### src/hw/rtl/ast_pkg.sv
// Shared constants, types and helper functions for the alarm schedule table.
`timescale 1ns / 1ps

package ast_pkg;

    localparam int ENTRIES_PER_LIST = 16;
    localparam int NUM_LISTS        = 3;
    localparam int POS_W            = (ENTRIES_PER_LIST > 1) ? $clog2(ENTRIES_PER_LIST) : 1;
    localparam int CNT_W            = $clog2(ENTRIES_PER_LIST + 1);
    localparam int ADDR_W           = $clog2(NUM_LISTS * ENTRIES_PER_LIST);
    localparam int KEY_W            = 40;

    localparam logic [1:0] OP_ADD    = 2'd0;
    localparam logic [1:0] OP_DELETE = 2'd1;
    localparam logic [1:0] OP_CLEAR  = 2'd2;

    localparam logic [1:0] KIND_ONCE   = 2'd0;
    localparam logic [1:0] KIND_DAILY  = 2'd1;
    localparam logic [1:0] KIND_WEEKLY = 2'd2;

    localparam logic [2:0] ST_ADDED     = 3'd0;
    localparam logic [2:0] ST_DELETED   = 3'd1;
    localparam logic [2:0] ST_NOT_FOUND = 3'd2;
    localparam logic [2:0] ST_CLEARED   = 3'd3;
    localparam logic [2:0] ST_FULL      = 3'd4;

    typedef struct packed {
        logic [15:0] duration;
        logic [5:0]  second;
        logic [5:0]  minute;
        logic [4:0]  hour;
        logic [4:0]  day;
        logic [3:0]  month;
        logic [11:0] year;
    } alarm_entry_t;

    function automatic logic [KEY_W-1:0] time_key(input logic [11:0] y, input logic [3:0] mo,
                                                  input logic [4:0] d, input logic [4:0] h,
                                                  input logic [5:0] mi, input logic [5:0] s);
        return {y, 1'b0, mo, d, 1'b0, h, mi, s};
    endfunction

    function automatic logic [KEY_W-1:0] entry_key(input alarm_entry_t e);
        return time_key(e.year, e.month, e.day, e.hour, e.minute, e.second);
    endfunction

    // Treats 2100 as the only century year that is not leap, which holds for years 2000 to 2127.
    function automatic logic [4:0] month_days(input logic [11:0] y, input logic [3:0] mo);
        logic [4:0] r;
        case (mo)
            4'd4, 4'd6, 4'd9, 4'd11: r = 5'd30;
            4'd2: r = ((y[1:0] == 2'b00) && (y != 12'd2100)) ? 5'd29 : 5'd28;
            default: r = 5'd31;
        endcase
        return r;
    endfunction

    function automatic logic [2:0] mod7(input logic [4:0] x);
        logic [4:0] t;
        t = (x >= 5'd14) ? x - 5'd14 : x;
        t = (t >= 5'd14) ? t - 5'd14 : t;
        t = (t >= 5'd7) ? t - 5'd7 : t;
        return t[2:0];
    endfunction

endpackage

### src/hw/rtl/alarm_schedule_table.sv
// Alarm schedule table: three sorted alarm lists held in one synchronous memory.
`timescale 1ns / 1ps

// One command item is taken at a time. An add first steps the alarm date forward one day at a
// time (one week for the weekly list) until it lies after the current time, then walks the
// chosen list from the top, moving each later entry up by one, to open a slot in order. A delete
// scans from the front for a match and closes the gap by moving each later entry down. A clear
// empties all three lists at once. The memory port of the entry store sets the shifting cost;
// the date stepping sets the add cost, which grows with how far in the past the alarm lies.
// The result item sits in an output register until taken.
module alarm_schedule_table
    import ast_pkg::*;
(
    input  logic        clk,
    input  logic        rst_n,
    input  logic        s_tvalid,
    output logic        s_tready,
    // tdata from bit 0: alarm_year(12) alarm_month(4) alarm_day(5) alarm_hour(5)
    // alarm_minute(6) alarm_second(6) water_duration(16) now_stamp(33), zero pad(1)
    input  logic [87:0] s_tdata,
    // tuser from bit 0: operation(2) repeat_kind(2)
    input  logic [3:0]  s_tuser,
    output logic        m_tvalid,
    input  logic        m_tready,
    // tdata from bit 0: stored_year(12) stored_month(4) stored_day(5) list_count(5), pad(6)
    output logic [31:0] m_tdata,
    // tuser from bit 0: status(3)
    output logic [2:0]  m_tuser
);

    localparam logic [3:0] S_IDLE  = 4'd0;
    localparam logic [3:0] S_ADV   = 4'd1;
    localparam logic [3:0] S_INSRD = 4'd2;
    localparam logic [3:0] S_INSWR = 4'd3;
    localparam logic [3:0] S_DELRD = 4'd4;
    localparam logic [3:0] S_DELWR = 4'd5;
    localparam logic [3:0] S_SHRD  = 4'd6;
    localparam logic [3:0] S_SHWR  = 4'd7;
    localparam logic [3:0] S_DONE  = 4'd8;

    logic [3:0]        state_reg, state_next;
    logic [1:0]        op_reg, op_next;
    logic [1:0]        kind_reg, kind_next;
    logic [11:0]       year_reg, year_next;
    logic [3:0]        month_reg, month_next;
    logic [4:0]        day_reg, day_next;
    logic [4:0]        hour_reg, hour_next;
    logic [5:0]        minute_reg, minute_next;
    logic [5:0]        second_reg, second_next;
    logic [15:0]       dur_reg, dur_next;
    logic [KEY_W-1:0]  now_key_reg, now_key_next;
    logic [CNT_W-1:0]  cnt_reg, cnt_next;
    logic [2:0]        status_reg, status_next;
    logic [CNT_W-1:0]  len_reg [NUM_LISTS];
    logic [CNT_W-1:0]  len_next [NUM_LISTS];
    logic              out_valid_reg;
    logic [31:0]       out_data_reg;
    logic [2:0]        out_user_reg;

    alarm_entry_t      mem [NUM_LISTS * ENTRIES_PER_LIST];
    alarm_entry_t      rd_data;
    logic              rd_en, wr_en;
    logic [ADDR_W-1:0] rd_addr, wr_addr;
    alarm_entry_t      wr_data;

    logic [CNT_W-1:0]  cur_len;
    logic [ADDR_W-1:0] base;
    alarm_entry_t      new_entry;
    logic [KEY_W-1:0]  alarm_key;
    logic [4:0]        mdays;
    logic [5:0]        day_plus7;
    logic [11:0]       in_year;
    logic [3:0]        in_month;
    logic              emit;
    logic              match;

    assign s_tready = (state_reg == S_IDLE);
    assign m_tvalid = out_valid_reg;
    assign m_tdata  = out_data_reg;
    assign m_tuser  = out_user_reg;

    assign cur_len   = (kind_reg < 2'd3) ? len_reg[kind_reg] : '0;
    assign base      = ADDR_W'(kind_reg * ENTRIES_PER_LIST);
    assign new_entry = '{duration: dur_reg, second: second_reg, minute: minute_reg,
                         hour: hour_reg, day: day_reg, month: month_reg, year: year_reg};
    assign alarm_key = time_key(year_reg, month_reg, day_reg, hour_reg, minute_reg, second_reg);
    assign mdays     = month_days(year_reg, month_reg);
    assign day_plus7 = {1'b0, day_reg} + 6'd7;
    assign emit      = !out_valid_reg || m_tready;
    assign match     = (rd_data.second == second_reg) && (rd_data.minute == minute_reg) &&
                       (rd_data.hour == hour_reg) &&
                       ((kind_reg == KIND_DAILY) || (mod7(rd_data.day) == mod7(day_reg)));

    // Month and year are brought into range only for the three real lists.
    always_comb
    begin
        in_month = s_tdata[15:12];
        in_year  = s_tdata[11:0];
        if (s_tuser[3:2] < 2'd3)
        begin
            if (in_month == 4'd0)
                in_month = 4'd1;
            else if (in_month > 4'd12)
                in_month = 4'd12;
            if (in_year < 12'd2000)
                in_year = 12'd2000;
        end
    end

    always_comb
    begin
        state_next   = state_reg;
        op_next      = op_reg;
        kind_next    = kind_reg;
        year_next    = year_reg;
        month_next   = month_reg;
        day_next     = day_reg;
        hour_next    = hour_reg;
        minute_next  = minute_reg;
        second_next  = second_reg;
        dur_next     = dur_reg;
        now_key_next = now_key_reg;
        cnt_next     = cnt_reg;
        status_next  = status_reg;
        for (int k = 0; k < NUM_LISTS; k++)
            len_next[k] = len_reg[k];
        rd_en   = 1'b0;
        rd_addr = base;
        wr_en   = 1'b0;
        wr_addr = base;
        wr_data = rd_data;

        unique case (state_reg)
            S_IDLE:
            begin
                if (s_tvalid)
                begin
                    op_next      = s_tuser[1:0];
                    kind_next    = s_tuser[3:2];
                    year_next    = in_year;
                    month_next   = in_month;
                    day_next     = s_tdata[20:16];
                    hour_next    = s_tdata[25:21];
                    minute_next  = s_tdata[31:26];
                    second_next  = s_tdata[37:32];
                    dur_next     = s_tdata[53:38];
                    now_key_next = time_key(12'd2000 + {5'd0, s_tdata[86:80]}, s_tdata[79:76],
                                            s_tdata[75:71], s_tdata[70:66], s_tdata[65:60],
                                            s_tdata[59:54]);
                    status_next  = ST_NOT_FOUND;
                    cnt_next     = '0;
                    unique case (s_tuser[1:0])
                        OP_ADD:
                        begin
                            if (s_tuser[3:2] == 2'd3)
                            begin
                                status_next = ST_FULL;
                                state_next  = S_DONE;
                            end
                            else
                                state_next = S_ADV;
                        end
                        OP_DELETE:
                            state_next = (s_tuser[3:2] == 2'd3) ? S_DONE : S_DELRD;
                        OP_CLEAR:
                        begin
                            for (int k = 0; k < NUM_LISTS; k++)
                                len_next[k] = '0;
                            status_next = ST_CLEARED;
                            state_next  = S_DONE;
                        end
                        default:
                            state_next = S_DONE;
                    endcase
                end
            end
            S_ADV:
            begin
                if (alarm_key <= now_key_reg)
                begin
                    logic carry;
                    if (kind_reg == KIND_WEEKLY)
                    begin
                        carry    = !(day_plus7 <= {1'b0, mdays});
                        day_next = carry ? 5'(day_plus7 - {1'b0, mdays}) : day_plus7[4:0];
                    end
                    else
                    begin
                        carry    = !(day_reg < mdays);
                        day_next = carry ? 5'd1 : day_reg + 5'd1;
                    end
                    if (carry)
                    begin
                        if (month_reg >= 4'd12)
                        begin
                            month_next = 4'd1;
                            year_next  = year_reg + 12'd1;
                        end
                        else
                            month_next = month_reg + 4'd1;
                    end
                end
                else if (cur_len >= CNT_W'(ENTRIES_PER_LIST))
                begin
                    status_next = ST_FULL;
                    state_next  = S_DONE;
                end
                else
                begin
                    cnt_next   = cur_len;
                    state_next = S_INSRD;
                end
            end
            S_INSRD:
            begin
                // Walk down from the top; cnt is the slot that is free.
                if (cnt_reg == '0)
                begin
                    wr_en              = 1'b1;
                    wr_addr            = base;
                    wr_data            = new_entry;
                    len_next[kind_reg] = cur_len + CNT_W'(1);
                    status_next        = ST_ADDED;
                    state_next         = S_DONE;
                end
                else
                begin
                    rd_en      = 1'b1;
                    rd_addr    = base + ADDR_W'(cnt_reg - CNT_W'(1));
                    state_next = S_INSWR;
                end
            end
            S_INSWR:
            begin
                wr_en   = 1'b1;
                wr_addr = base + ADDR_W'(cnt_reg);
                if (entry_key(rd_data) < alarm_key)
                begin
                    wr_data            = new_entry;
                    len_next[kind_reg] = cur_len + CNT_W'(1);
                    status_next        = ST_ADDED;
                    state_next         = S_DONE;
                end
                else
                begin
                    wr_data    = rd_data;
                    cnt_next   = cnt_reg - CNT_W'(1);
                    state_next = S_INSRD;
                end
            end
            S_DELRD:
            begin
                if (cnt_reg >= cur_len)
                    state_next = S_DONE;
                else
                begin
                    rd_en      = 1'b1;
                    rd_addr    = base + ADDR_W'(cnt_reg);
                    state_next = S_DELWR;
                end
            end
            S_DELWR:
            begin
                if (match)
                    state_next = S_SHRD;
                else
                begin
                    cnt_next   = cnt_reg + CNT_W'(1);
                    state_next = S_DELRD;
                end
            end
            S_SHRD:
            begin
                if ((cnt_reg + CNT_W'(1)) >= cur_len)
                begin
                    len_next[kind_reg] = cur_len - CNT_W'(1);
                    status_next        = ST_DELETED;
                    state_next         = S_DONE;
                end
                else
                begin
                    rd_en      = 1'b1;
                    rd_addr    = base + ADDR_W'(cnt_reg + CNT_W'(1));
                    state_next = S_SHWR;
                end
            end
            S_SHWR:
            begin
                wr_en      = 1'b1;
                wr_addr    = base + ADDR_W'(cnt_reg);
                wr_data    = rd_data;
                cnt_next   = cnt_reg + CNT_W'(1);
                state_next = S_SHRD;
            end
            S_DONE:
            begin
                if (emit)
                    state_next = S_IDLE;
            end
            default:
                state_next = S_IDLE;
        endcase
    end

    always_ff @(posedge clk)
    begin
        if (wr_en)
            mem[wr_addr] <= wr_data;
        if (rd_en)
            rd_data <= mem[rd_addr];
    end

    always_ff @(posedge clk)
    begin
        op_reg      <= op_next;
        kind_reg    <= kind_next;
        year_reg    <= year_next;
        month_reg   <= month_next;
        day_reg     <= day_next;
        hour_reg    <= hour_next;
        minute_reg  <= minute_next;
        second_reg  <= second_next;
        dur_reg     <= dur_next;
        now_key_reg <= now_key_next;
        cnt_reg     <= cnt_next;
        status_reg  <= status_next;
    end

    always_ff @(posedge clk or negedge rst_n)
    begin
        if (!rst_n)
        begin
            state_reg     <= S_IDLE;
            out_valid_reg <= 1'b0;
            out_data_reg  <= '0;
            out_user_reg  <= '0;
            for (int k = 0; k < NUM_LISTS; k++)
                len_reg[k] <= '0;
        end
        else
        begin
            state_reg <= state_next;
            for (int k = 0; k < NUM_LISTS; k++)
                len_reg[k] <= len_next[k];
            if (state_reg == S_DONE && emit)
            begin
                out_valid_reg <= 1'b1;
                out_user_reg  <= status_reg;
                if (op_reg == OP_ADD)
                    out_data_reg <= {6'd0, 5'(cur_len), day_reg, month_reg, year_reg};
                else
                    out_data_reg <= {6'd0, 5'(cur_len), 21'd0};
            end
            else if (m_tready)
                out_valid_reg <= 1'b0;
        end
    end

    // A list never holds more entries than it has room for.
    assert property (@(posedge clk) disable iff (!rst_n)
        (len_reg[0] <= CNT_W'(ENTRIES_PER_LIST)) && (len_reg[1] <= CNT_W'(ENTRIES_PER_LIST)) &&
        (len_reg[2] <= CNT_W'(ENTRIES_PER_LIST)))
        else $error("list length beyond capacity");

    // The entry store is touched only while a command is being worked on.
    assert property (@(posedge clk) disable iff (!rst_n)
        (state_reg == S_IDLE || state_reg == S_DONE) |-> !(wr_en || rd_en))
        else $error("memory access outside a command");

    // Writes stay within the chosen list.
    assert property (@(posedge clk) disable iff (!rst_n)
        wr_en |-> (kind_reg < 2'd3) && (wr_addr >= base) &&
                  (wr_addr < base + ADDR_W'(ENTRIES_PER_LIST)))
        else $error("write outside the chosen list");

    // A result is produced only on leaving the final state.
    assert property (@(posedge clk) disable iff (!rst_n)
        $rose(out_valid_reg) |-> $past(state_reg) == S_DONE)
        else $error("result without a finished command");

endmodule
### config.mk
export PLATFORM = sky130hd
export DESIGN_NAME = alarm_schedule_table
export DESIGN_NICKNAME = d
export VERILOG_FILES = /design/src/hw/rtl/ast_pkg.sv /design/src/hw/rtl/alarm_schedule_table.sv
export SDC_FILE = /design/constraint.sdc
export NUM_CORES = 2
export LEC_CHECK = 0
export ABC_CLOCK_PERIOD_IN_PS = 14700
export BUFFER_PORTS_ARGS = -buffer_cell sky130_fd_sc_hd__buf_2
export CAP_MARGIN = 25
export CORE_MARGIN = 2
export CORE_UTILIZATION = 52
export DETAILED_ROUTE_END_ITERATION = 8
export GPL_TIMING_DRIVEN = 0
export PLACE_DENSITY = 0.68
export SKIP_LAST_GASP = 1
export SLEW_MARGIN = 10
export SYNTH_ARGS = -nofsm -noshare
export SYNTH_HDL_FRONTEND = slang
export SYNTH_SLANG_ARGS = --single-unit
export TNS_END_PERCENT = 10
### constraint.sdc
create_clock -name clk -period 14.7 [get_ports clk]
set_input_delay 0.735 -clock clk [delete_from_list [all_inputs] [get_ports clk]]
set_output_delay 0.735 -clock clk [all_outputs]
set_load 0.01 [all_outputs]
## After elaboration in Yosys (flattened, before gate mapping)

Memory sizes are Yosys's and may differ from the RTL's. A register that Yosys moved wholly into a read port is not among the register bits.
Cells that the tools add are included.

- Add/subtract/negate cells: 21
- Multiply operators: 0
- Div/mod/pow operators: 0
- Magnitude comparators: 20
- Eq/ne operators: 37
- Shift-type cells: 0
- Mux-type cells: 93
- Bitwise logic cells: 1
- Reduce and logical (&&, ||, !) cells: 32

Operators with widths:

| cell | number |
|---|---|
| 54-bit 2-to-1 mux | 2 |
| 54-bit one-hot mux with 2 select lines | 1 |
| 5-bit 2-to-1 mux | 18 |
| 15-bit 2-to-1 mux | 5 |
| 12-bit 2-to-1 mux | 6 |
| 4-bit 2-to-1 mux | 17 |
| 15-bit one-hot mux with 4 select lines | 1 |
| 40-bit <= comparator | 1 |
| 40-bit < comparator | 1 |
| 4-bit one-hot mux with 9 select lines | 1 |
| 15-bit bitwise mux | 2 |
| 3-bit 2-to-1 mux | 9 |
| 2-bit != test (second input constant) | 13 |
| 5-bit one-hot mux with 5 select lines | 1 |
| 4-bit by 3-bit == test with 1-bit output (second input constant) | 6 |
| 6-bit 2-to-1 mux | 4 |
| 12-bit one-hot mux with 2 select lines | 1 |
| 21-bit 2-to-1 mux | 1 |
| 5-bit by 4-bit greater-or-equal comparator with 1-bit output (second input constant) | 4 |
| 5-bit by 4-bit subtractor with 5-bit output (second input constant) | 4 |
| 6-bit one-hot mux with 3 select lines | 1 |
| 4-bit one-hot mux with 2 select lines | 2 |
| 5-bit by 1-bit adder with 5-bit output (second input constant) | 3 |
| 3-bit one-hot mux with 5 select lines | 1 |
| 59 further kinds | 99 |

- Register bits: 153
- Latch bits: 0
- Bits in writable memories: 2,592
- ROM bits: 0
- Input bits: 96
- Output and inout bits: 37
- Logic and storage cells: 224
- Memories kept: 1

Memory list:

| memory | depth | bits a word | rd ports | clocked after memory_dff | write ports | RTL line | source |
|---|---|---|---|---|---|---|---|
| mem | 48 | 54 | 1 | 1 | 1 | alarm_schedule_table.sv:60 | `alarm_entry_t mem [NUM_LISTS * ENTRIES_PER_LIST];` |

## Longest topological paths before layout

- Word-level depth: 12
- Mapped depth: 19
- Mapped depth without buffers: 17

## Worst setup path before layout

OpenSTA, ideal clock, no wires.

- Path type: flip-flop to flip-flop
- From: register day_reg[0]
- To: memory mem[0][11] (netlist name) (data pin)
- Library setup time: 0.594 ns
- Data arrival time: 4.894 ns
- Data required time: 14.106 ns
- Path slack: 9.212 ns
- Cell stages (with the launch flop): 13
- Path buffers: 2
- Clock period less this slack: 5.488 ns
- Cell sequence: edfxtp_1 > clkbuf_1 > inv_1 > ha_1 > a21o_1 > a211o_1 > o211ai_1 > a21oi_1 > or4_1 > a211oi_1 > o211ai_1 > clkbuf_1 > o31ai_1

RTL lines:

| item | RTL line | source |
|---|---|---|
| start: declaration | alarm_schedule_table.sv:46 | `logic [4:0] day_reg, day_next;` |
| start signal: assignment | alarm_schedule_table.sv:319 | `day_reg <= day_next;` |
| end: declaration | alarm_schedule_table.sv:60 |  |

## Worst setup path after layout

- From: register kind_reg[1]
- To: register rd_data[10] (netlist name)

- Cells in the longest elaborated chain, start to end: 8
- Elaborated cells on any way between the ends: 18
- Classes of those cells: add/sub (3); order compare (3); mux (11); bitwise (1)

Ends and longest elaborated chain:

| item | RTL line | source |
|---|---|---|
| start: declaration | alarm_schedule_table.sv:43 | `logic [1:0] kind_reg, kind_next;` |
| start signal: assignment | alarm_schedule_table.sv:316 | `kind_reg <= kind_next;` |
| 2-bit NOT with 3-bit output (implied by the code) | alarm_schedule_table.sv:82 | `assign cur_len = (kind_reg < 2'd3) ? len_reg[kind_reg] : '0;` |
| 5-bit binary-select mux with 2-bit select | alarm_schedule_table.sv:82 |  |
| 5-bit 2-to-1 mux (implied by the code) (2 in a row) | alarm_schedule_table.sv:82 |  |
| 5-bit 2-to-1 mux | alarm_schedule_table.sv:82 |  |
| 5-bit greater-or-equal comparator, on equally long branches | alarm_schedule_table.sv:274, alarm_schedule_table.sv:253 |  |
| 6-bit 2-to-1 mux, or another cell as far along | alarm_schedule_table.sv:274 | `if ((cnt_reg + CNT_W'(1)) >= cur_len)` |
| 6-bit one-hot mux with 3 select lines or 1-bit one-hot mux with 3 select lines (tied branches) | alarm_schedule_table.sv:133 | `unique case (state_reg)` |

Several ways; a longest one is shown, not always the timed one. The select of a mux whose other input is x is not followed.
A chain may end at the register's enable or synchronous reset.

==> impl_metrics.csv <==
group,metric,value,unit
route,finalWirelength,282,mm
setup_path,cp.required,15.23,ns
grt,grt-ovfl-total,0,
floorplanning,core,161000,um^2
clock_tree,clockBufferDepth,3,
clock_tree,clockRootBuffer,"clkbuf_16",
power,power_density,212,nW/um^2
synth,synth_area_leader_cell,"edfxtp_1",
place,place_congestion,1.05,
setup_path,end_kind,"flop",
setup_path,cp_common_cell,"buf_2",
sta,post-route-min-period,7.95,ns
setup_path,crit_type,"flop to flop",
setup_path,crit_fanout,10,
cells_and_area,drive_above_1_share,11.8,%
synth,synth_enable_flop_cells,1948,
setup_path,crit_path_start_kind,"flop",
setup_path,crit_arrival,8.48,ns
synth,ys_types,94,
grt,grt_pass1_wl,395,mm
setup_path,slowest_stage,"o41ai_2",
sta,finalSetupViolations,0,
synth,async_reset_ff_share,2.45,%
floorplanning,die-area,165000,um^2
grt,grtUsageTotal,33.7,%
clock_tree,cts-buffers-inserted,200,
synth,syn-cell-area,84300,um^2
floorplanning,io_pins,133,
sta,rsz0062_at_grt,"false",
route,drc,2,
power,power.leakage,0.0345,uW
clock_tree,clock_latency,0.87,ns
synth,synthTopCellsByCount,"edfxtp_1, nand2_1, nand3_1",
sta,worstMarginPinSlew,1.19,ns
clock_tree,h-tree-depth,4,
cells_and_area,largest_register_ffs,1824,
route,vias_per_cell,6.39,
cells_and_area,fill_cells,12300,
setup_path,path_cells,"clkbuf_1 > buf_1 > mux2i_1 > nor2_1 > a21oi_1 > ha_1 > inv_1 > a31oi_1 > o21bai_1 > clkbuf_2 > a21o_1 > buf_2 > buf_2 > buf_2 > clkbuf_1 > nand2_1 > a31oi_1 > o22ai_1 > o41ai_2",
synth,synth_cells,6457,
sta,finClkSkew,0.0555,ns
synth,netlist_top_cells_area,"edfxtp_1, nand2_1, a211oi_1",
clock_tree,postCtsResizedCells,0,
cells_and_area,utilization,61.2,%
cells_and_area,area_growth,16.7,%
synth,synthFlopType,"edfxtp_1",
floorplanning,die_h,407,um
floorplanning,placementRows,147,
synth,ys.warnings.count,0,
place,io_buffers,109,
route,wire_per_inst,30.3,um
floorplanning,start_util,52.4,%
grt,grt_max_degree,42,
cells_and_area,finish.net_count,7179,
grt,antenna_found_initial,21,
grt,grt_pass1_vias,55800,
outcome,status,"complete, but fails checks",
synth,syn_avg_cell_area,13.1,um^2
route,drt_first_iter_violations,9194,
flow_run,drv_cap,0,
sta,setup_tns,0,ns
sta,finalHoldViolCount,0,
sta,fin_crit_sh,54.1,%
power,power,20800,uW
clock_tree,cts_sinks,1997,
clock_tree,cts_tree,"yes",
clock_tree,cts.reportedPaths.clkPinSlew,0.06,ns
cells_and_area,multi_input_area,22900,um^2
synth,synth_seq_cells,1997,
sta,relSlewSlack,20.8,%
clock_tree,post_cts_buffers,0,
route,antenna_left,0,
sta,maxSlewViolCount,0,
power,ir_drop,0.143,mV
synth,synth.most_common_cell,"edfxtp_1",
place,dpl.hpwl,205,mm
outcome,failed_checks,"DRC",
route,dr_total_vias,59400,
synth,ys_seq_area_share,70.9,%
sta,max_freq,0.126,GHz
setup_path,slowest_delay,0.77,ns
route,drtPass1Iterations,9,
synth,post-synth-top-area-fraction,69.4,%
cells_and_area,regArea,59700,um^2
min_path,holdCritPathClass,"primary input to flop",
floorplanning,die_w,407,um
layout make-up:
class / instances / area share, %
inverters: 184 / 0.702
repair buffers: 294 / 4.00
clock inverters: 115 / 1.27
diodes: 6 / 0.0153
clock buffers: 253 / 5.33
well taps: 2160 / 2.75
multi-input cells: 3825 / 23.3
flip-flops and latches: 1997 / 60.7
plain buffers: 456 / 1.92
critical path: cells and delay by family (launching register included):
kind / cells / cell delay [ns]
AOI/OAI and AO/OA: 7 / 2.71
adders and majority gates: 1 / 0.30
muxes: 1 / 0.27
buffers and inverters: 8 / 3.85
and+or+nand+nor: 2 / 0.17
DFF: 1 / 0.34
kinds of logic after synthesis:
family                   after synthesis  synth area share (%)
AO/OA/AOI/OAI                       1307                  11.0
XOR/XNOR                              33                 0.343
adder cells (fa/ha/maj)              125                  1.87
buffers and inverters                640                  3.06
flip-flops                          1997                  70.9
multiplexers                          75                 0.903
other                                  1               0.00445
AND/OR/NAND/NOR                     2279                  11.9
placed cells by master, fill, tap and decap left out, types with 11 or more instances in the layout:
cell type / count
edfxtp_1: 1948
nand2_1: 1358
nand3_1: 435
clkbuf_1: 342
a211oi_1: 300
and3_1: 243
a21oi_1: 236
buf_2: 217
clkbuf_16: 202
inv_1: 182
a31oi_1: 182
ha_1: 123
o21ai_0: 111
a311oi_1: 107
buf_8: 100
nor2_1: 74
o22ai_1: 70
mux2i_1: 67
dfrtp_1: 49
nor2_4: 48
clkinv_1: 47
buf_16: 45
buf_1: 42
o31ai_4: 38
a211o_1: 32
o31a_1: 32
o41ai_2: 31
nor3_1: 27
clkinv_2: 27
xnor2_1: 25
buf_12: 25
a21o_1: 21
nand4_1: 20
bufinv_16: 19
a22oi_1: 17
buf_4: 14
nor4_1: 13
a221oi_1: 12
o211ai_1: 11
path summary, 6_finish.rpt:
check                                  from               to  slack [ns]  cells after the start
worst min-delay path            s_tdata[66]  now_key_reg[12]        0.07                      1
max in group asynchronous             rst_n      len_reg[10]       13.68                      3
min in group asynchronous             rst_n       m_tdata[0]        0.44                      2
worst min register to register  m_tdata[17]      m_tdata[17]        0.47                      2
worst max-delay path            kind_reg[1]      rd_data[10]        6.75                     19
worst max register to register  kind_reg[1]      rd_data[10]        6.75                     19
what timing repair did:
action | CTS | global route
endpoints found under the setup margin | 0 | 0
hold buffers | 1 | 0
endpoints found under the hold margin | 19 | 0
stage by stage:
stage          cells  instance area (um^2)  setup WS [ns]  hold slack [ns]
6_report        9290                 98400           6.75           0.0669
5_1_grt         9285                 98400           6.77           0.0389
4_1_cts         9278                 98300           6.93           0.0193
3_5_place_dp    8909                 91800           6.95            0.465
3_3_place_gp    8731                 87500           1.78            0.455
2_1_floorplan   6462                 84300           9.21            0.439
metal layers:
metal | share of wire, % | GRT usage, %
met1 | 37 | 44.8
met3 | 13 | 9.44
met2 | 45 | 50.7
met5 | 0.037 | 0
met4 | 5.9 | 17.3
power breakdown:
group | internal [uW] | switching [uW] | total (uW)
Clock | 2870 | 2220 | 5090
Combinational | 2230 | 6220 | 8450
Sequential | 7130 | 145 | 7270
Total | 12200 | 8580 | 20800
No activity file was read; power rests on OpenSTA's default activity.
